## src/rtl/ccrc_pkg.sv

```systemverilog
// Package for the chunked CRC-16 engine: constants, the queue entry type,
// the back-end state type and the CRC byte update function. No dependencies.
package ccrc_pkg;

    localparam logic [15:0] CRC_INIT        = 16'hFFFF;
    localparam logic [15:0] CHUNK_SIZE_INIT = 16'd64;
    localparam logic [15:0] COUNT_MAX       = 16'hFFFF;
    localparam int          QUEUE_DEPTH     = 4;
    localparam int          QPTR_W          = $clog2(QUEUE_DEPTH);
    localparam int          QCNT_W          = $clog2(QUEUE_DEPTH + 1);

    // One classified word on its way from the front end to the back end.
    typedef struct packed {
        logic [7:0]  data;
        logic        last;          // closes the current chunk
        logic        eof;           // closes the stream
        logic [15:0] pad;           // zero bytes to append after this word
        logic [15:0] chunk_number;
        logic [15:0] valid_bytes;
    } t_chunk_entry;

    typedef enum logic {
        BK_RUN,
        BK_PAD
    } t_back_state;

    // CRC-16/CCITT-FALSE update by one byte, polynomial 0x1021, MSB first.
    function automatic logic [15:0] crc_byte(input logic [15:0] crc, input logic [7:0] b);
        logic [7:0] x;
        x = crc[15:8] ^ b;
        x = x ^ (x >> 4);
        return {crc[7:0], 8'h00} ^ {x[3:0], 12'h000} ^ {3'b000, x, 5'b00000} ^ {8'h00, x};
    endfunction

endpackage

```

## src/rtl/ccrc_ifs.sv

```systemverilog
// Handshake channel interfaces of the chunked CRC-16 engine.
// Self-contained; used by the top level and the back end.
interface ccrc_byte_if;
    logic       valid;
    logic       ready;
    logic [7:0] data_byte;
    logic       end_of_file;
    modport source (output valid, data_byte, end_of_file, input ready);
    modport sink   (input valid, data_byte, end_of_file, output ready);
endinterface

interface ccrc_result_if;
    logic        valid;
    logic        ready;
    logic [15:0] chunk_number;
    logic [15:0] valid_bytes;
    logic [15:0] crc_value;
    logic        final_chunk;
    modport source (output valid, chunk_number, valid_bytes, crc_value, final_chunk,
                    input ready);
    modport sink   (input valid, chunk_number, valid_bytes, crc_value, final_chunk,
                    output ready);
endinterface

interface ccrc_cfg_if;
    logic        valid;
    logic        ready;
    logic [15:0] chunk_size;
    modport source (output valid, chunk_size, input ready);
    modport sink   (input valid, chunk_size, output ready);
endinterface

```

## src/rtl/ccrc_front.sv

```systemverilog
// Front end: accepts stream words, tracks chunk position and numbering,
// and tags each word with its chunk-closing information. Uses ccrc_pkg.
module ccrc_front
    import ccrc_pkg::*;
(
    input  logic         i_clk,
    input  logic         i_rst_n,
    input  logic [15:0]  i_chunk_size,
    input  logic         i_valid,
    input  logic [7:0]   i_data_byte,
    input  logic         i_end_of_file,
    input  logic         i_full,
    output logic         o_ready,
    output logic         o_push,
    output t_chunk_entry o_entry
);

    logic [15:0] r_bytes_in_chunk, n_bytes_in_chunk;
    logic [15:0] r_chunk_counter,  n_chunk_counter;
    logic [15:0] size_eff;
    logic [15:0] count;
    logic [15:0] chunk_num;
    logic        chunk_end;

    always_comb begin
        size_eff  = (i_chunk_size == 16'd0) ? 16'd1 : i_chunk_size;
        count     = (r_bytes_in_chunk != COUNT_MAX) ? r_bytes_in_chunk + 16'd1
                                                    : r_bytes_in_chunk;
        chunk_num = (r_chunk_counter != COUNT_MAX) ? r_chunk_counter + 16'd1
                                                   : r_chunk_counter;
        chunk_end = i_end_of_file || (count >= size_eff);

        o_ready = !i_full;
        o_push  = i_valid && !i_full;

        o_entry.data         = i_data_byte;
        o_entry.last         = chunk_end;
        o_entry.eof          = i_end_of_file;
        o_entry.pad          = (chunk_end && (size_eff > count)) ? size_eff - count : 16'd0;
        o_entry.chunk_number = chunk_num;
        o_entry.valid_bytes  = count;

        n_bytes_in_chunk = r_bytes_in_chunk;
        n_chunk_counter  = r_chunk_counter;
        if (o_push) begin
            if (chunk_end) begin
                n_bytes_in_chunk = 16'd0;
                n_chunk_counter  = i_end_of_file ? 16'd0 : chunk_num;
            end else begin
                n_bytes_in_chunk = count;
            end
        end
    end

    always_ff @(posedge i_clk) begin
        if (!i_rst_n) begin
            r_bytes_in_chunk <= 16'd0;
            r_chunk_counter  <= 16'd0;
        end else begin
            r_bytes_in_chunk <= n_bytes_in_chunk;
            r_chunk_counter  <= n_chunk_counter;
        end
    end

endmodule

```

## src/rtl/ccrc_queue.sv

```systemverilog
// Short first-in first-out queue of classified words between front and back.
// Uses ccrc_pkg for the entry type and depth.
module ccrc_queue
    import ccrc_pkg::*;
(
    input  logic         i_clk,
    input  logic         i_rst_n,
    input  logic         i_push,
    input  t_chunk_entry i_entry,
    input  logic         i_pop,
    output logic         o_full,
    output logic         o_empty,
    output t_chunk_entry o_head
);

    t_chunk_entry            r_mem [QUEUE_DEPTH];
    logic [QPTR_W-1:0]       r_wr_ptr, n_wr_ptr;
    logic [QPTR_W-1:0]       r_rd_ptr, n_rd_ptr;
    logic [QCNT_W-1:0]       r_count,  n_count;

    always_comb begin
        o_full   = (r_count == QCNT_W'(QUEUE_DEPTH));
        o_empty  = (r_count == '0);
        o_head   = r_mem[r_rd_ptr];
        n_wr_ptr = r_wr_ptr;
        n_rd_ptr = r_rd_ptr;
        n_count  = r_count;
        if (i_push) begin
            n_wr_ptr = (r_wr_ptr == QPTR_W'(QUEUE_DEPTH - 1)) ? '0 : r_wr_ptr + 1'b1;
        end
        if (i_pop) begin
            n_rd_ptr = (r_rd_ptr == QPTR_W'(QUEUE_DEPTH - 1)) ? '0 : r_rd_ptr + 1'b1;
        end
        if (i_push && !i_pop) begin
            n_count = r_count + 1'b1;
        end else if (i_pop && !i_push) begin
            n_count = r_count - 1'b1;
        end
    end

    always_ff @(posedge i_clk) begin
        if (i_push) begin
            r_mem[r_wr_ptr] <= i_entry;
        end
    end

    always_ff @(posedge i_clk) begin
        if (!i_rst_n) begin
            r_wr_ptr <= '0;
            r_rd_ptr <= '0;
            r_count  <= '0;
        end else begin
            r_wr_ptr <= n_wr_ptr;
            r_rd_ptr <= n_rd_ptr;
            r_count  <= n_count;
        end
    end

endmodule

```

## src/rtl/ccrc_back.sv

```systemverilog
// Back end: runs the CRC over queued words, appends zero padding and holds
// each finished result in an output register. Uses ccrc_pkg and ccrc_ifs.
module ccrc_back
    import ccrc_pkg::*;
(
    input  logic               i_clk,
    input  logic               i_rst_n,
    input  logic               i_empty,
    input  t_chunk_entry       i_head,
    output logic               o_pop,
    ccrc_result_if.source      o_result
);

    t_back_state r_state, n_state;
    logic [15:0] r_crc, n_crc;
    logic [15:0] r_pad, n_pad;
    logic [15:0] r_chunk_number, n_chunk_number;
    logic [15:0] r_valid_bytes,  n_valid_bytes;
    logic        r_eof, n_eof;
    logic        r_out_valid, n_out_valid;
    logic [15:0] r_out_chunk_number, n_out_chunk_number;
    logic [15:0] r_out_valid_bytes,  n_out_valid_bytes;
    logic [15:0] r_out_crc,          n_out_crc;
    logic        r_out_final,        n_out_final;
    logic        out_free;
    logic [15:0] crc_next;

    assign o_result.valid        = r_out_valid;
    assign o_result.chunk_number = r_out_chunk_number;
    assign o_result.valid_bytes  = r_out_valid_bytes;
    assign o_result.crc_value    = r_out_crc;
    assign o_result.final_chunk  = r_out_final;

    always_comb begin
        out_free = !r_out_valid || o_result.ready;
        crc_next = crc_byte(r_crc, (r_state == BK_PAD) ? 8'h00 : i_head.data);

        n_state            = r_state;
        n_crc              = r_crc;
        n_pad              = r_pad;
        n_chunk_number     = r_chunk_number;
        n_valid_bytes      = r_valid_bytes;
        n_eof              = r_eof;
        n_out_valid        = r_out_valid && !o_result.ready;
        n_out_chunk_number = r_out_chunk_number;
        n_out_valid_bytes  = r_out_valid_bytes;
        n_out_crc          = r_out_crc;
        n_out_final        = r_out_final;
        o_pop              = 1'b0;

        case (r_state)
            BK_RUN: begin
                if (!i_empty) begin
                    if (!i_head.last) begin
                        o_pop = 1'b1;
                        n_crc = crc_next;
                    end else if (i_head.pad != 16'd0) begin
                        o_pop          = 1'b1;
                        n_crc          = crc_next;
                        n_pad          = i_head.pad;
                        n_chunk_number = i_head.chunk_number;
                        n_valid_bytes  = i_head.valid_bytes;
                        n_eof          = i_head.eof;
                        n_state        = BK_PAD;
                    end else if (out_free) begin
                        o_pop              = 1'b1;
                        n_crc              = CRC_INIT;
                        n_out_valid        = 1'b1;
                        n_out_chunk_number = i_head.chunk_number;
                        n_out_valid_bytes  = i_head.valid_bytes;
                        n_out_crc          = crc_next;
                        n_out_final        = i_head.eof;
                    end
                end
            end
            BK_PAD: begin
                // The last zero byte is folded in on the cycle the result is loaded.
                if (r_pad > 16'd1) begin
                    n_crc = crc_next;
                    n_pad = r_pad - 16'd1;
                end else if (out_free) begin
                    n_crc              = CRC_INIT;
                    n_out_valid        = 1'b1;
                    n_out_chunk_number = r_chunk_number;
                    n_out_valid_bytes  = r_valid_bytes;
                    n_out_crc          = crc_next;
                    n_out_final        = r_eof;
                    n_state            = BK_RUN;
                end
            end
            default: begin
                n_state = BK_RUN;
            end
        endcase
    end

    always_ff @(posedge i_clk) begin
        if (!i_rst_n) begin
            r_state     <= BK_RUN;
            r_crc       <= CRC_INIT;
            r_out_valid <= 1'b0;
        end else begin
            r_state     <= n_state;
            r_crc       <= n_crc;
            r_out_valid <= n_out_valid;
        end
    end

    always_ff @(posedge i_clk) begin
        r_pad              <= n_pad;
        r_chunk_number     <= n_chunk_number;
        r_valid_bytes      <= n_valid_bytes;
        r_eof              <= n_eof;
        r_out_chunk_number <= n_out_chunk_number;
        r_out_valid_bytes  <= n_out_valid_bytes;
        r_out_crc          <= n_out_crc;
        r_out_final        <= n_out_final;
    end

endmodule

```

## src/rtl/chunked_crc16_engine_top.sv

```systemverilog
// Top level of the chunked CRC-16 engine; instantiates front end, queue and
// back end. Depends on ccrc_pkg and the channel interfaces in ccrc_ifs.
//
// The engine cuts a byte stream into chunks of chunk_size bytes (a size of
// zero acts as one) and reports CRC-16/CCITT-FALSE over each chunk. A chunk
// closes on its last byte or on a word flagged end_of_file; a short final
// chunk is padded with zero bytes so the CRC spans at least chunk_size bytes.
// Each result carries the one-based chunk number (saturating at 65535), the
// number of real bytes, the CRC and a flag for the chunk that ends the stream;
// after that chunk the numbering restarts. Input words are taken at one per
// cycle while the queue is not full. A chunk that needs padding keeps the
// back end busy after its closing word while the CRC unit folds in the zero
// bytes, one byte per cycle, and the last zero byte goes in as the result is
// loaded; a four-entry queue lets the front end keep taking words meanwhile
// until it fills. Results sit in an output register, so a stalled consumer
// only blocks the engine once a second result is ready. The chunk size
// register resets to 64 and may be written at any time the engine is idle;
// its channel is always ready.
module chunked_crc16_engine_top
    import ccrc_pkg::*;
(
    input  logic          i_clk,
    input  logic          i_rst_n,
    ccrc_cfg_if.sink      i_cfg,
    ccrc_byte_if.sink     i_byte,
    ccrc_result_if.source o_result
);

    logic [15:0]   r_chunk_size;
    t_chunk_entry  push_entry;
    t_chunk_entry  head_entry;
    logic          q_push;
    logic          q_pop;
    logic          q_full;
    logic          q_empty;

    // Configuration writes are always accepted.
    assign i_cfg.ready = 1'b1;

    always_ff @(posedge i_clk) begin
        if (!i_rst_n) begin
            r_chunk_size <= CHUNK_SIZE_INIT;
        end else if (i_cfg.valid) begin
            r_chunk_size <= i_cfg.chunk_size;
        end
    end

    // Front end classifies each word and decides where chunks close.
    ccrc_front u_front (
        .i_clk         (i_clk),
        .i_rst_n       (i_rst_n),
        .i_chunk_size  (r_chunk_size),
        .i_valid       (i_byte.valid),
        .i_data_byte   (i_byte.data_byte),
        .i_end_of_file (i_byte.end_of_file),
        .i_full        (q_full),
        .o_ready       (i_byte.ready),
        .o_push        (q_push),
        .o_entry       (push_entry)
    );

    ccrc_queue u_queue (
        .i_clk   (i_clk),
        .i_rst_n (i_rst_n),
        .i_push  (q_push),
        .i_entry (push_entry),
        .i_pop   (q_pop),
        .o_full  (q_full),
        .o_empty (q_empty),
        .o_head  (head_entry)
    );

    // Back end computes the CRC, including padding, and holds the result.
    ccrc_back u_back (
        .i_clk    (i_clk),
        .i_rst_n  (i_rst_n),
        .i_empty  (q_empty),
        .i_head   (head_entry),
        .o_pop    (q_pop),
        .o_result (o_result)
    );

    // The front end never writes into a full queue.
    a_no_push_when_full: assert property (@(posedge i_clk) disable iff (!i_rst_n)
        q_push |-> !q_full)
        else $error("queue written while full");

    // The back end never takes a word from an empty queue.
    a_no_pop_when_empty: assert property (@(posedge i_clk) disable iff (!i_rst_n)
        q_pop |-> !q_empty)
        else $error("queue read while empty");

    // Every reported chunk holds at least one real byte and a nonzero number.
    a_result_nonempty: assert property (@(posedge i_clk) disable iff (!i_rst_n)
        o_result.valid |-> (o_result.valid_bytes != 16'd0) &&
                           (o_result.chunk_number != 16'd0))
        else $error("result with empty chunk or zero chunk number");

endmodule

```

## src/flat_wrapper.sv

```systemverilog
// flat-port wrapper written by rule: the top's interface ports become plain ports
module chunked_crc16_engine_top_flat import ccrc_pkg::*;
  (i_clk, i_rst_n, i_cfg_valid, i_cfg_chunk_size, i_cfg_ready, i_byte_valid, i_byte_data_byte, i_byte_end_of_file, i_byte_ready, o_result_valid, o_result_chunk_number, o_result_valid_bytes, o_result_crc_value, o_result_final_chunk, o_result_ready);
  ccrc_cfg_if i_cfg_i ();
  ccrc_byte_if i_byte_i ();
  ccrc_result_if o_result_i ();
  input  logic i_clk;
  input  logic i_rst_n;
  input wire logic [$bits(i_cfg_i.valid)-1:0] i_cfg_valid;
  input wire logic [$bits(i_cfg_i.chunk_size)-1:0] i_cfg_chunk_size;
  output wire logic [$bits(i_cfg_i.ready)-1:0] i_cfg_ready;
  input wire logic [$bits(i_byte_i.valid)-1:0] i_byte_valid;
  input wire logic [$bits(i_byte_i.data_byte)-1:0] i_byte_data_byte;
  input wire logic [$bits(i_byte_i.end_of_file)-1:0] i_byte_end_of_file;
  output wire logic [$bits(i_byte_i.ready)-1:0] i_byte_ready;
  output wire logic [$bits(o_result_i.valid)-1:0] o_result_valid;
  output wire logic [$bits(o_result_i.chunk_number)-1:0] o_result_chunk_number;
  output wire logic [$bits(o_result_i.valid_bytes)-1:0] o_result_valid_bytes;
  output wire logic [$bits(o_result_i.crc_value)-1:0] o_result_crc_value;
  output wire logic [$bits(o_result_i.final_chunk)-1:0] o_result_final_chunk;
  input wire logic [$bits(o_result_i.ready)-1:0] o_result_ready;
  assign i_cfg_i.valid = i_cfg_valid;
  assign i_cfg_i.chunk_size = i_cfg_chunk_size;
  assign i_cfg_ready = i_cfg_i.ready;
  assign i_byte_i.valid = i_byte_valid;
  assign i_byte_i.data_byte = i_byte_data_byte;
  assign i_byte_i.end_of_file = i_byte_end_of_file;
  assign i_byte_ready = i_byte_i.ready;
  assign o_result_valid = o_result_i.valid;
  assign o_result_chunk_number = o_result_i.chunk_number;
  assign o_result_valid_bytes = o_result_i.valid_bytes;
  assign o_result_crc_value = o_result_i.crc_value;
  assign o_result_final_chunk = o_result_i.final_chunk;
  assign o_result_i.ready = o_result_ready;
  chunked_crc16_engine_top u_core (.i_clk(i_clk), .i_rst_n(i_rst_n), .i_cfg(i_cfg_i), .i_byte(i_byte_i), .o_result(o_result_i));
endmodule
```

## config.mk

```make
export PLATFORM = sky130hd
export DESIGN_NAME = chunked_crc16_engine_top_flat
export DESIGN_NICKNAME = d
export VERILOG_FILES = /design/src/rtl/ccrc_pkg.sv /design/src/rtl/ccrc_ifs.sv /design/src/rtl/ccrc_front.sv /design/src/rtl/ccrc_queue.sv /design/src/rtl/ccrc_back.sv /design/src/rtl/chunked_crc16_engine_top.sv /design/src/flat_wrapper.sv
export SDC_FILE = /design/constraint.sdc
export NUM_CORES = 1
export LEC_CHECK = 0
export ABC_AREA = 1
export BUFFER_PORTS_ARGS = -buffer_cell sky130_fd_sc_hd__buf_2
export CAP_MARGIN = 20
export CELL_PAD_IN_SITES_DETAIL_PLACEMENT = 1
export CELL_PAD_IN_SITES_GLOBAL_PLACEMENT = 1
export CORE_ASPECT_RATIO = 1.4
export CORE_MARGIN = 2
export CORE_UTILIZATION = 49
export CTS_CLUSTER_DIAMETER = 40
export DETAILED_ROUTE_END_ITERATION = 8
export GPL_TIMING_DRIVEN = 0
export PLACE_DENSITY = 0.92
export SLEW_MARGIN = 40
export SYNTH_ARGS = -nofsm -noshare
export SYNTH_HDL_FRONTEND = slang
export SYNTH_HIERARCHICAL = 1
export SYNTH_SLANG_ARGS = --single-unit
```

## constraint.sdc

```tcl
create_clock -name i_clk -period 4 [get_ports i_clk]
set_input_delay 0.4 -clock i_clk [delete_from_list [all_inputs] [get_ports i_clk]]
set_output_delay 0.4 -clock i_clk [all_outputs]
set_load 0.05 [all_outputs]
```

==> results of run 1 <==
-- per-stage QoR --
step	setup TNS, ns	power (uW)	std cells	setup WS, ns	hold WS [ns]
2_1_floorplan	0	11000	1877	0.593	0.442
3_3_place_gp	-200.43	12700	2421	-1.16	0.455
3_5_place_dp	0	13300	2427	0.0269	0.475
4_1_cts	0	17800	2511	0.000423	0.0187
5_1_grt	-0.335	18600	2511	-0.0341	0.0228
6_report	0	18000	2512	0.0193	0.0348
-- final cells by class --
class                      instances  area [um^2]  share of cell area (%)
antenna                            1         2.50                  0.0117
inverter                         161          623                    2.92
tap                              473          592                    2.78
sequential                       405        11400                    53.6
clock buffer                      54         1210                    5.69
clock inverter                    30          254                    1.19
buffer                           105          682                    3.20
timing repair buffer              77          490                    2.30
multi-input combinational       1206         6040                    28.4
-- synth_stat cells, types with 4 or more instances --
cell and n:
a21oi_1 38, a31oi_1 4, buf_2 19, buf_4 16, buf_6 17, clkbuf_1 40
clkbuf_2 6, clkbuf_4 4, dfxtp_1 75, edfxtp_1 330, ha_1 26, inv_1 149
inv_2 10, nand2_1 402, nand2_2 14, nand2_4 5, nand3_1 81, nand3_2 7
nand4_1 27, nor2_1 260, nor2_2 20, nor3_1 10, nor4_1 4, o21ai_0 154
o21ai_1 11, o21bai_1 7, o22ai_1 58, or2_2 10, xnor2_1 7, xor2_1 38
-- registers in the layout, summed over array words and instances (netlist names), 3 cells and up, named ones only --
signal / cells
u_core/r_chunk_size: 16
u_core/u_back/o_result.chunk_number: 16
u_core/u_back/o_result.crc_value: 16
u_core/u_back/o_result.valid_bytes: 16
u_core/u_back/r_chunk_number: 16
u_core/u_back/r_crc: 16
u_core/u_back/r_pad: 16
u_core/u_back/r_valid_bytes: 16
u_core/u_front/r_bytes_in_chunk: 16
u_core/u_front/r_chunk_counter: 16
u_core/u_queue/r_count: 3
u_core/u_queue/r_mem: 232
-- metal layers --
layer / track usage, % / vias to the layer above / share of wire [%] / wire length [um]
li1: - / 6571 / - / -
met1: 32.9 / 7459 / 34 / 21700
met2: 55.3 / 877 / 52 / 32600
met3: 5.17 / 293 / 6.8 / 4300
met4: 20.7 / 0 / 7.0 / 4420
met5: 0 / - / 0 / 0
-- timing repair --
| action | 4_1_cts | 5_1_grt |
|---|---|---|
| resized for setup | 13 | 13 |
| gates cloned | 0 | 0 |
| setup buffers | 0 | 0 |
| setup endpoints to repair | 52 | 96 |
-- cell families (layout without fill, tap and decap cells) --
logic type / count (synthesis) / in the layout / share of synthesized area [%]
AO/OA/AOI/OAI: 279 / 279 / 8.09
XOR/XNOR: 48 / 48 / 2.43
other: 1 / 2 / 0.0201
flip-flops: 405 / 405 / 61.2
adder cells (fa/ha/maj): 28 / 28 / 1.96
buffers and inverters: 266 / 427 / 6.88
AND/OR/NAND/NOR: 850 / 850 / 19.5
-- worst paths after layout --
| check | from | to | slack (ns) | cells after the start |
|---|---|---|---|---|
| min reg2reg | u_core/u_back/r_crc[1]$_SDFFE_PN1P_ | u_core/u_back/r_crc[1]$_SDFFE_PN1P_ | 0.49 | 2 |
| max | u_core/u_front/r_bytes_in_chunk[0]$_SDFFE_PN0P_ | u_core/u_queue/r_mem[2][44]$_DFFE_PP_ | 0.02 | 16 |
| min | i_byte_data_byte[1] | u_core/u_queue/r_mem[2][51]$_DFFE_PP_ | 0.03 | 1 |
| max reg2reg | u_core/u_front/r_bytes_in_chunk[0]$_SDFFE_PN0P_ | u_core/u_queue/r_mem[2][44]$_DFFE_PP_ | 0.02 | 16 |
-- where the power goes --
part | leakage (uW) | total [uW] | internal, uW | switching, uW
clock | 0.000715 | 4150 | 2290 | 1860
combinational | 0.00417 | 7360 | 1930 | 5430
sequential | 0.00367 | 6450 | 5990 | 465
total | 0.00855 | 18000 | 10200 | 7750
-- critical path, cell delays in order (launching register included) --
cell      delay (ns)
dfxtp_2         0.38
ha_1            0.20
nand2_1         0.11
nor2_2          0.15
and2_1          0.21
nand2_1         0.17
clkbuf_4        0.26
nand3_1         0.30
inv_1           0.15
ha_1            0.43
nand2_2         0.15
inv_1           0.07
a21oi_1         0.26
nand2_2         0.15
a31oi_1         0.30
xor2_1          0.28
nor2_2          0.13
-- cells in the final DEF, fill, tap and decap left out, types with 7 or more instances in the layout --
cell and n:
o21ai_0 151, ha_1 25, clkbuf_1 45, clkbuf_16 47, o22ai_1 58, dfxtp_1 74
or2_2 10, nor2_2 29, inv_2 10, o21bai_1 7, nand2_1 402, a21oi_1 37
nand3_2 9, edfxtp_1 330, buf_6 18, xor2_1 38, nand2_2 14, clkinv_1 8
nor3_1 10, inv_1 144, o21ai_1 13, clkbuf_2 7, nand4_1 27, nand3_1 78
buf_2 88, buf_4 16, nor2_1 250
==> qor.yml, run 1 <==
die:
  dieArea_um2: 39700
  initial_core_util_pct: 49.7
  rows: 84
  boundaryPins: 82
  fp.dieH_um: 235
  die_x_um: 169
  core_um2: 37500
final_layout:
  layout-drive-gt1-share_pct: 15.4
  stdcell_area_um2: 21300
  n_fill_cell: 4142
  synthToLayoutAreaGrowth_pct: 14.2
  postLayoutCoreUtil_pct: 56.8
  fin_nets: 2059
worst_setup_path:
  crit_arrival_ns: 4.26
  critical_path_required_ns: 4.28
  crit_path_start_kind: "flip-flop"
  crit_type: "flip-flop to flip-flop"
  cp-end-kind: "flip-flop"
  path_max_fanout: 10
synthesis:
  synth_ff_type: "edfxtp_1"
  ys_types: 53
  ys_seq_elements: 405
  syn_area_per_cell_um2: 9.94
  ys_warn_count: 6
  synth_edf_count: 330
  seq_area_frac_synth_pct: 61.2
  syn_area_um2: 18700
  synth_nets: 1935
  yosys.area.top_type: "edfxtp_1"
  yosysTopAreaCellShare_pct: 53.1
  async_flop_share_pct: 0
  synthCells: 1877
  yosys-top-cells-area: "edfxtp_1, nand2_1, dfxtp_1"
power_and_ir_drop:
  vdd_drop_max_v: 0.000354
  p_per_area_nw_per_um2: 843
  power.leakage_uw: 0.00855
clock_tree:
  clock_sinks: 405
  clock_latency_ns: 0.58
  htreeDepth: 2
  hold_buffers: 0
  ctsRootBufferMaster: "clkbuf_16"
  cts_inserted_buffers: 45
  cts_tree: "done"
  clockBufferDepth: 3
  clk_pin_slew_worst_paths_ns: 0.07
placement:
  port_buffers: 71
  placed_area_um2: 19800
  gp_congestion: 0.895
  dp.final_hpwl_um: 40400
routing:
  drtAntennaViolNets: 0
  wire_per_inst_um: 25.1
  routed_via_density: 6.05
  vias: 15200
  firstDrtPassIters: 5
  wirelength_um: 63000
  post-route-drc-count: 0
  drtIter0Drc: 1684
hold_path:
  holdCritPathClass: "primary input to flip-flop"
job:
  maxCapViolations: 0
sta:
  fin_crit_sh_pct: 99.5
  setup_viol_count_final: 0
  finalCriticalPeriod_ns: 3.98
  fmax_mhz: 251
  hold_viol_final: 0
  worstMarginPinSlew_ns: 0.919
  finalClockSkew_ns: 0.0343
  maxSlewHeadroom_pct: 38.8
  maxSlewViolCount: 0
global_routing:
  grt_start_max_net_pins: 38
  grt_first_pass_wirelength_um: 93200
  grt_usage_pct: 30.8
  first_global_vias: 16199
  gr-total-overflow: 0
  grt_antenna_before_repair: 1
outcome:
  status: "finished clean"
(Power assumes the default switching activity.)
==> run 2, diff against run 1 <==
- SETUP_SLACK_MARGIN: not set -> 0.02
==> run 2 against run 1 <==
Effect of this change: hold slack got worse by 0.0026 ns; design area hardly changed; via count grew 0.59%; count of clock-buffer cells in the layout unchanged; critical path type unchanged; critical endpoint unchanged; largest power group unchanged.
==> qor.yml, run 2 (synthesized netlist as in run 1, its figures left out) <==
outcome:
  status: "finished clean"  # unchanged
routing:
  wirelength_um: 63100  # was 63000 um
  wire_per_inst_um: 25.1  # about the same
  vias: 15290  # was 15200
  post-route-drc-count: 0  # unchanged
  drtAntennaViolNets: 0  # unchanged
  firstDrtPassIters: 6  # was 5
  drtIter0Drc: 1650  # was 1684
  routed_via_density: 6.09  # was 6.05
sta:
  maxSlewHeadroom_pct: 39.0  # was 38.8%
  worstMarginPinSlew_ns: 0.915  # was 0.919 ns
  setup_viol_count_final: 0  # unchanged
  fin_crit_sh_pct: 99.3  # was 99.5%
  finalCriticalPeriod_ns: 3.97  # was 3.98 ns
  fmax_mhz: 252  # was 251 MHz
  maxSlewViolCount: 0  # unchanged
  finalClockSkew_ns: 0.0356  # was 0.0343 ns
  hold_viol_final: 0  # unchanged
worst_setup_path:
  crit_type: "flip-flop to flip-flop"  # unchanged
  crit_family: "simple AND/OR/NAND/NOR gates"  # unchanged
  max_stage_delay_ns: 0.43  # about the same
  crit_arrival_ns: 4.25  # was 4.26 ns
  cpMaxStageDelayCell: "ha_1"  # unchanged
  crit_path_start_kind: "flip-flop"  # unchanged
  path_max_fanout: 10  # unchanged
  critical_path_required_ns: 4.28  # about the same
  regToRegEndpoint: "u_core/u_queue/r_mem[2][44]$_DFFE_PP_"  # unchanged
  r2r_slack_ns: 0.03  # was 0.02 ns
  critPathLaunch: "u_core/u_front/r_bytes_in_chunk[0]$_SDFFE_PN0P_"  # unchanged
  cp-end-kind: "flip-flop"  # unchanged
  reg2reg_depth: 16  # unchanged
  crit_buf_inv: 3  # unchanged
  r2r_start: "u_core/u_front/r_bytes_in_chunk[0]$_SDFFE_PN0P_"  # unchanged
  path_cells: "ha_1 -> nand2_1 -> nor2_2 -> and2_1 -> nand2_1 -> buf_4 -> nand3_1 -> inv_1 -> ha_1 -> nand2_2 -> inv_1 -> a21oi_1 -> nand2_2 -> a31oi_1 -> xor2_1 -> nor2_2"  # was ha_1 -> nand2_1 -> nor2_2 -> and2_1 -> nand2_1 -> clkbuf_4 -> nand3_1 -> inv_1 -> ha_1 -> nand2_2 -> inv_1 -> a21oi_1 -> nand2_2 -> a31oi_1 -> xor2_1 -> nor2_2
die:
  rows: 84  # unchanged
  dieArea_um2: 39700  # unchanged
  boundaryPins: 82  # unchanged
  core_um2: 37500  # unchanged
  fp.dieH_um: 235  # unchanged
  die_x_um: 169  # unchanged
  initial_core_util_pct: 49.7  # unchanged
power_and_ir_drop:
  vdd_drop_max_v: 0.000355  # was 0.000354 V
  p_sw_uw: 7760  # was 7750 uW
  clkPwrFrac_pct: 23.1  # about the same
  power_uw: 18000  # about the same
  power.leakage_uw: 0.00855  # about the same
  combPwrFrac_pct: 41.0  # about the same
  switching_share_pct: 43.2  # about the same
  p_per_area_nw_per_um2: 843  # about the same
  p_int_uw: 10200  # about the same
  pwr-share-seq_pct: 35.9  # about the same
final_layout:
  post_layout_nonfiller_instances: 2512  # unchanged
  synthToLayoutAreaGrowth_pct: 14.2  # about the same
  multi_input_area_um2: 6050  # was 6040 um^2
  largest_reg_flops: 232  # unchanged
  regMostFlops: "u_core/u_queue/r_mem"  # unchanged
  layout-drive-gt1-share_pct: 15.4  # about the same
  fin_nets: 2059  # unchanged
  seqCellArea_um2: 11400  # unchanged
  n_fill_cell: 4141  # was 4142
  postLayoutCoreUtil_pct: 56.8  # about the same
  final_cell_mix: "nand2_1, edfxtp_1, nor2_1, o21ai_0, inv_1"  # unchanged
  final_common_cell: "nand2_1"  # unchanged
placement:
  gp_congestion: 0.895  # unchanged
  dp.cells: 2427  # unchanged
  port_buffers: 71  # unchanged
  dp.final_hpwl_um: 40400  # unchanged
global_routing:
  grt_first_pass_wirelength_um: 93200  # about the same
  gr-total-overflow: 0  # unchanged
  grt_usage_pct: 30.8  # about the same
  grt_start_max_net_pins: 38  # unchanged
  grt_antenna_before_repair: 1  # unchanged
  first_global_vias: 16206  # was 16199
clock_tree:
  clockBufferDepth: 3  # unchanged
  clock_latency_ns: 0.58  # about the same
  cts_tree: "done"  # unchanged
  cts_inserted_buffers: 45  # unchanged
  clock_sinks: 405  # unchanged
  htreeDepth: 2  # unchanged
  clk_pin_slew_worst_paths_ns: 0.07  # about the same
  ctsRootBufferMaster: "clkbuf_16"  # unchanged
hold_path:
  holdPathStages: 1  # unchanged
  holdCritPathClass: "primary input to flip-flop"  # unchanged
  min_delay_worst_endpoint: "u_core/u_queue/r_mem[2][51]$_DFFE_PP_"  # unchanged
  hold_start: "i_byte_data_byte[1]"  # unchanged
job:
  maxCapViolations: 0  # unchanged
[run 2: cell types whose count changed in the layout (fill, tap and decap cells not counted), sizes merged]
cell,previous run,this run
buf,131,132
clkbuf,105,104
[run 2: final cells by class]
cell class | instances | share of cell area [%]
diodes | 1 | 0.0117
plain buffers | 105 | 3.20
clock buffers | 54 | 5.69
clock inverters | 30 | 1.19
inverters | 161 | 2.92
multi-input cells | 1206 | 28.4
flip-flops and latches | 405 | 53.5
well taps | 473 | 2.78
repair buffers | 77 | 2.30
[run 2: layer usage]
| layer | share of wire [%] | GRT usage [%] | routed length, um |
|---|---|---|---|
| met5 | 0 | 0 | 0 |
| met4 | 6.8 | 20.6 | 4270 |
| met3 | 7.2 | 5.12 | 4520 |
| met1 | 34 | 33.0 | 21500 |
| met2 | 52 | 55.3 | 32700 |
[run 2: power by group through the flow]
| stage | logic [uW] | registers (uW) | clock network [uW] |
|---|---|---|---|
| detailed placement | 6870 | 6480 | 0 |
| CTS | 7180 | 6440 | 4190 |
| global placement | 6230 | 6430 | 0 |
| floorplan | 4040 | 6980 | 0 |
| global route | 7810 | 6510 | 4300 |
| finish | 7360 | 6450 | 4160 |
[run 2: stage by stage]
step	setup TNS, ns	worst slack [ns]	area [um^2]	hold WS [ns]
after floorplan	0	0.593	18700	0.442
after global placement	-200.43	-1.16	19600	0.455
after detailed placement	0	0.0269	19800	0.475
after CTS	0	0.0424	21300	0.0187
after global routing	-0.0825	-0.0205	21300	0.0228
final	0	0.0296	21300	0.0322
[run 2: worst reg2reg max path, delay by kind of cell (launching register included)]
kind,cells,cell delay [ns]
DFF,1,0.38
and+or+nand+nor,8,1.37
buffers and inverters,3,0.46
xor gates and xnor gates,1,0.28
AOI/OAI and AO/OA,2,0.57
adders and majority gates,2,0.65
[run 2: worst max path at each step]
stage	endpoint	cells after the start
after floorplan	u_core/u_back/o_result.chunk_number[0]$_DFFE_PP_	13
after global placement	u_core/u_back/o_result.valid_bytes[11]$_DFFE_PP_	11
after detailed placement	u_core/u_queue/r_mem[0][40]$_DFFE_PP_	20
after CTS	u_core/u_front/r_chunk_counter[8]$_SDFFE_PN0P_	20
after global routing	u_core/u_queue/r_mem[3][45]$_DFFE_PP_	18
final	u_core/u_queue/r_mem[2][44]$_DFFE_PP_	16
[run 2: timing repair]
item                       CTS  global route
gates resized for setup     14            14
pin swaps                    0             0
setup buffers                0             0
setup endpoints to repair   54            96
hold buffers                 0             0
==> run 3, diff against run 2 <==
- GPL_TIMING_DRIVEN: 0 -> 1
- SLEW_MARGIN: 40 -> not set
==> run 3 against run 2 <==
Effect of this change: cell count fell by 3.1%; sequential share of layout area up 1.3 points; design area decreased by 2.3%; clock skew grew 0.0031 ns; global-route usage shrank 0.51 points; critical path type unchanged; largest cell class unchanged; highest routed layer unchanged.
==> qor.yml, run 3 (synthesized netlist as in run 1, its figures left out) <==
final_layout:
  synthToLayoutAreaGrowth_pct: 11.6  # was 14.2%
  final_common_cell: "nand2_1"  # unchanged
  regMostFlops: "u_core/u_queue/r_mem"  # unchanged
  final_cell_mix: "nand2_1, edfxtp_1, nor2_1, o21ai_0, inv_1"  # unchanged
  seqCellArea_um2: 11400  # about the same
  post_layout_nonfiller_instances: 2434  # was 2512
  n_fill_cell: 4055  # was 4141
  stdcell_area_um2: 20800  # was 21300 um^2
  multi_input_area_um2: 6080  # was 6050 um^2
  largest_reg_flops: 232  # unchanged
  fin_nets: 1984  # was 2059
  layout-drive-gt1-share_pct: 14.1  # was 15.4%
routing:
  firstDrtPassIters: 5  # was 6
  drtAntennaViolNets: 0  # unchanged
  post-route-drc-count: 0  # unchanged
  wire_per_inst_um: 25.1  # about the same
  vias: 15007  # was 15290
  drtIter0Drc: 1767  # was 1650
  wirelength_um: 61100  # was 63100 um
  routed_via_density: 6.17  # was 6.09
worst_setup_path:
  crit_path_start_kind: "flip-flop"  # unchanged
  max_stage_delay_ns: 0.39  # was 0.43 ns
  crit_arrival_ns: 4.28  # was 4.25 ns
  critical_path_required_ns: 4.39  # was 4.28 ns
  cp-end-kind: "flip-flop"  # unchanged
  crit_type: "flip-flop to flip-flop"  # unchanged
  path_max_fanout: 14  # was 10
  cpMaxStageDelayCell: "dfxtp_1"  # was ha_1
  path_cells: "ha_1 -> nand2_1 -> nor2_2 -> and2_4 -> nand2_4 -> inv_1 -> nand2_1 -> and2_2 -> ha_1 -> inv_1 -> fa_1 -> nand2_1 -> nand2_1 -> nand2_1 -> o21bai_2 -> nand3_1 -> nand2_1 -> nand2_1 -> a21oi_2"  # was ha_1 -> nand2_1 -> nor2_2 -> and2_1 -> nand2_1 -> buf_4 -> nand3_1 -> inv_1 -> ha_1 -> nand2_2 -> inv_1 -> a21oi_1 -> nand2_2 -> a31oi_1 -> xor2_1 -> nor2_2
  path_common_cell: "nand2_1"
global_routing:
  grt_start_max_net_pins: 68  # was 38
  first_global_vias: 15944  # was 16206
  gr-total-overflow: 0  # unchanged
  grt_first_pass_wirelength_um: 93200  # about the same
  grt_antenna_before_repair: 1  # unchanged
  grt_usage_pct: 30.3  # was 30.8%
power_and_ir_drop:
  vdd_drop_max_v: 0.000336  # was 0.000355 V
  power.leakage_uw: 0.00829  # was 0.00855 uW
  p_per_area_nw_per_um2: 840  # was 843 nW/um^2
die:
  fp.dieH_um: 235  # unchanged
  core_um2: 37500  # unchanged
  boundaryPins: 82  # unchanged
  die_x_um: 169  # unchanged
  rows: 84  # unchanged
  dieArea_um2: 39700  # unchanged
  initial_core_util_pct: 49.7  # unchanged
placement:
  gp_congestion: 0.849  # was 0.895
  dpl_worst_slack_ns: -0.104  # was 0.0269 ns
  placed_area_um2: 19200  # was 19800 um^2
  dp.final_hpwl_um: 34500  # was 40400 um
  port_buffers: 80  # was 71
  dp.cells: 2346  # was 2427
job:
  maxCapViolations: 0  # unchanged
sta:
  fmax_mhz: 257  # was 252 MHz
  finalClockSkew_ns: 0.0387  # was 0.0356 ns
  hold_ws_ns: 0.0419  # was 0.0322 ns
  hold_viol_final: 0  # unchanged
  tns_ns: 0  # unchanged
  setup_viol_count_final: 0  # unchanged
  maxSlewHeadroom_pct: 45.9  # was 39.0%
  rsz0062_at_grt: "no"
  finalCriticalPeriod_ns: 3.89  # was 3.97 ns
  maxSlewViolCount: 0  # unchanged
  fin_crit_sh_pct: 97.2  # was 99.3%
  worstMarginPinSlew_ns: 0.812  # was 0.915 ns
  setup_ws_ns: 0.114  # was 0.0296 ns
clock_tree:
  cts_inserted_buffers: 42  # was 45
  clockBufferDepth: 3  # unchanged
  clk_pin_slew_worst_paths_ns: 0.07  # about the same
  clock_latency_ns: 0.58  # about the same
  cts_tree: "done"  # unchanged
  clock_sinks: 405  # unchanged
  htreeDepth: 2  # unchanged
  ctsRootBufferMaster: "clkbuf_16"  # unchanged
outcome:
  status: "finished clean"  # unchanged
hold_path:
  holdCritPathClass: "primary input to flip-flop"  # unchanged
-- run 3: cell count changes in the layout (fill, tap and decap cells not counted), moves of 5 or more --
| cell | before | now |
|---|---|---|
| o21ai_0 | 151 | 146 |
| buf_6 | 18 | 1 |
| clkinv_1 | 8 | 2 |
| clkbuf_1 | 45 | 11 |
| o21ai_1 | 12 | 18 |
| buf_2 | 88 | 80 |
| buf_4 | 17 | 22 |
| clkbuf_2 | 7 | 0 |
-- run 3: critical path, delay by kind of cell, from the launching register on --
family	cells	cell delay [ns]
and+or+nand+nor	12	1.84
buffers and inverters	2	0.29
DFF	1	0.39
adders and majority gates	3	0.73
AOI/OAI and AO/OA	2	0.47
-- run 3: repair_timing --
| action | CTS | global route |
|---|---|---|
| cloned | 0 | 1 |
| buffers inserted | 6 | 2 |
| endpoints found under the setup margin | 98 | 102 |
| resized for setup | 15 | 21 |
| hold buffers | 0 | 0 |
-- run 3: worst paths after layout --
check / from / end / slack, ns / cells after the start
setup reg to reg: u_core/u_front/r_bytes_in_chunk[1]$_SDFFE_PN0P_ / u_core/u_queue/r_mem[1][46]$_DFFE_PP_ / 0.11 / 19
hold reg to reg: u_core/u_back/r_crc[3]$_SDFFE_PN1P_ / u_core/u_back/r_crc[3]$_SDFFE_PN1P_ / 0.49 / 2
hold / removal: i_byte_data_byte[2] / u_core/u_queue/r_mem[3][52]$_DFFE_PP_ / 0.04 / 1
setup / recovery: u_core/u_front/r_bytes_in_chunk[1]$_SDFFE_PN0P_ / u_core/u_queue/r_mem[1][46]$_DFFE_PP_ / 0.11 / 19
-- run 3: layout make-up --
class	instances	area share [%]
flip-flops and latches	405	54.8
multi-input cells	1207	29.2
clock buffers	55	5.43
repair buffers	109	3.32
inverters	161	2.96
well taps	473	2.84
clock inverters	23	1.37
diodes	1	0.0120
-- run 3: layer usage --
metal	share of wire, %	track usage [%]	vias to the layer above	routed length (um)
met4	4.7	16.3	0	2890
met5	0	0	-	0
met2	52	53.7	906	31700
met1	36	35.3	7454	22100
li1	-	-	6420	-
met3	7.2	4.41	227	4420
-- run 3: report_power, final --
group	internal (uW)	switching, uW	total [uW]
sequential	5990	559	6550
clock	2300	1800	4100
combinational	1700	5130	6830
-- run 3: stage by stage --
stage	power (uW)	util [%]
after floorplan	11000	-
after CTS	17300	55.2
after global placement	12200	51.2
after detailed placement	12800	51.2
final	17500	55.5
after global routing	18200	55.5
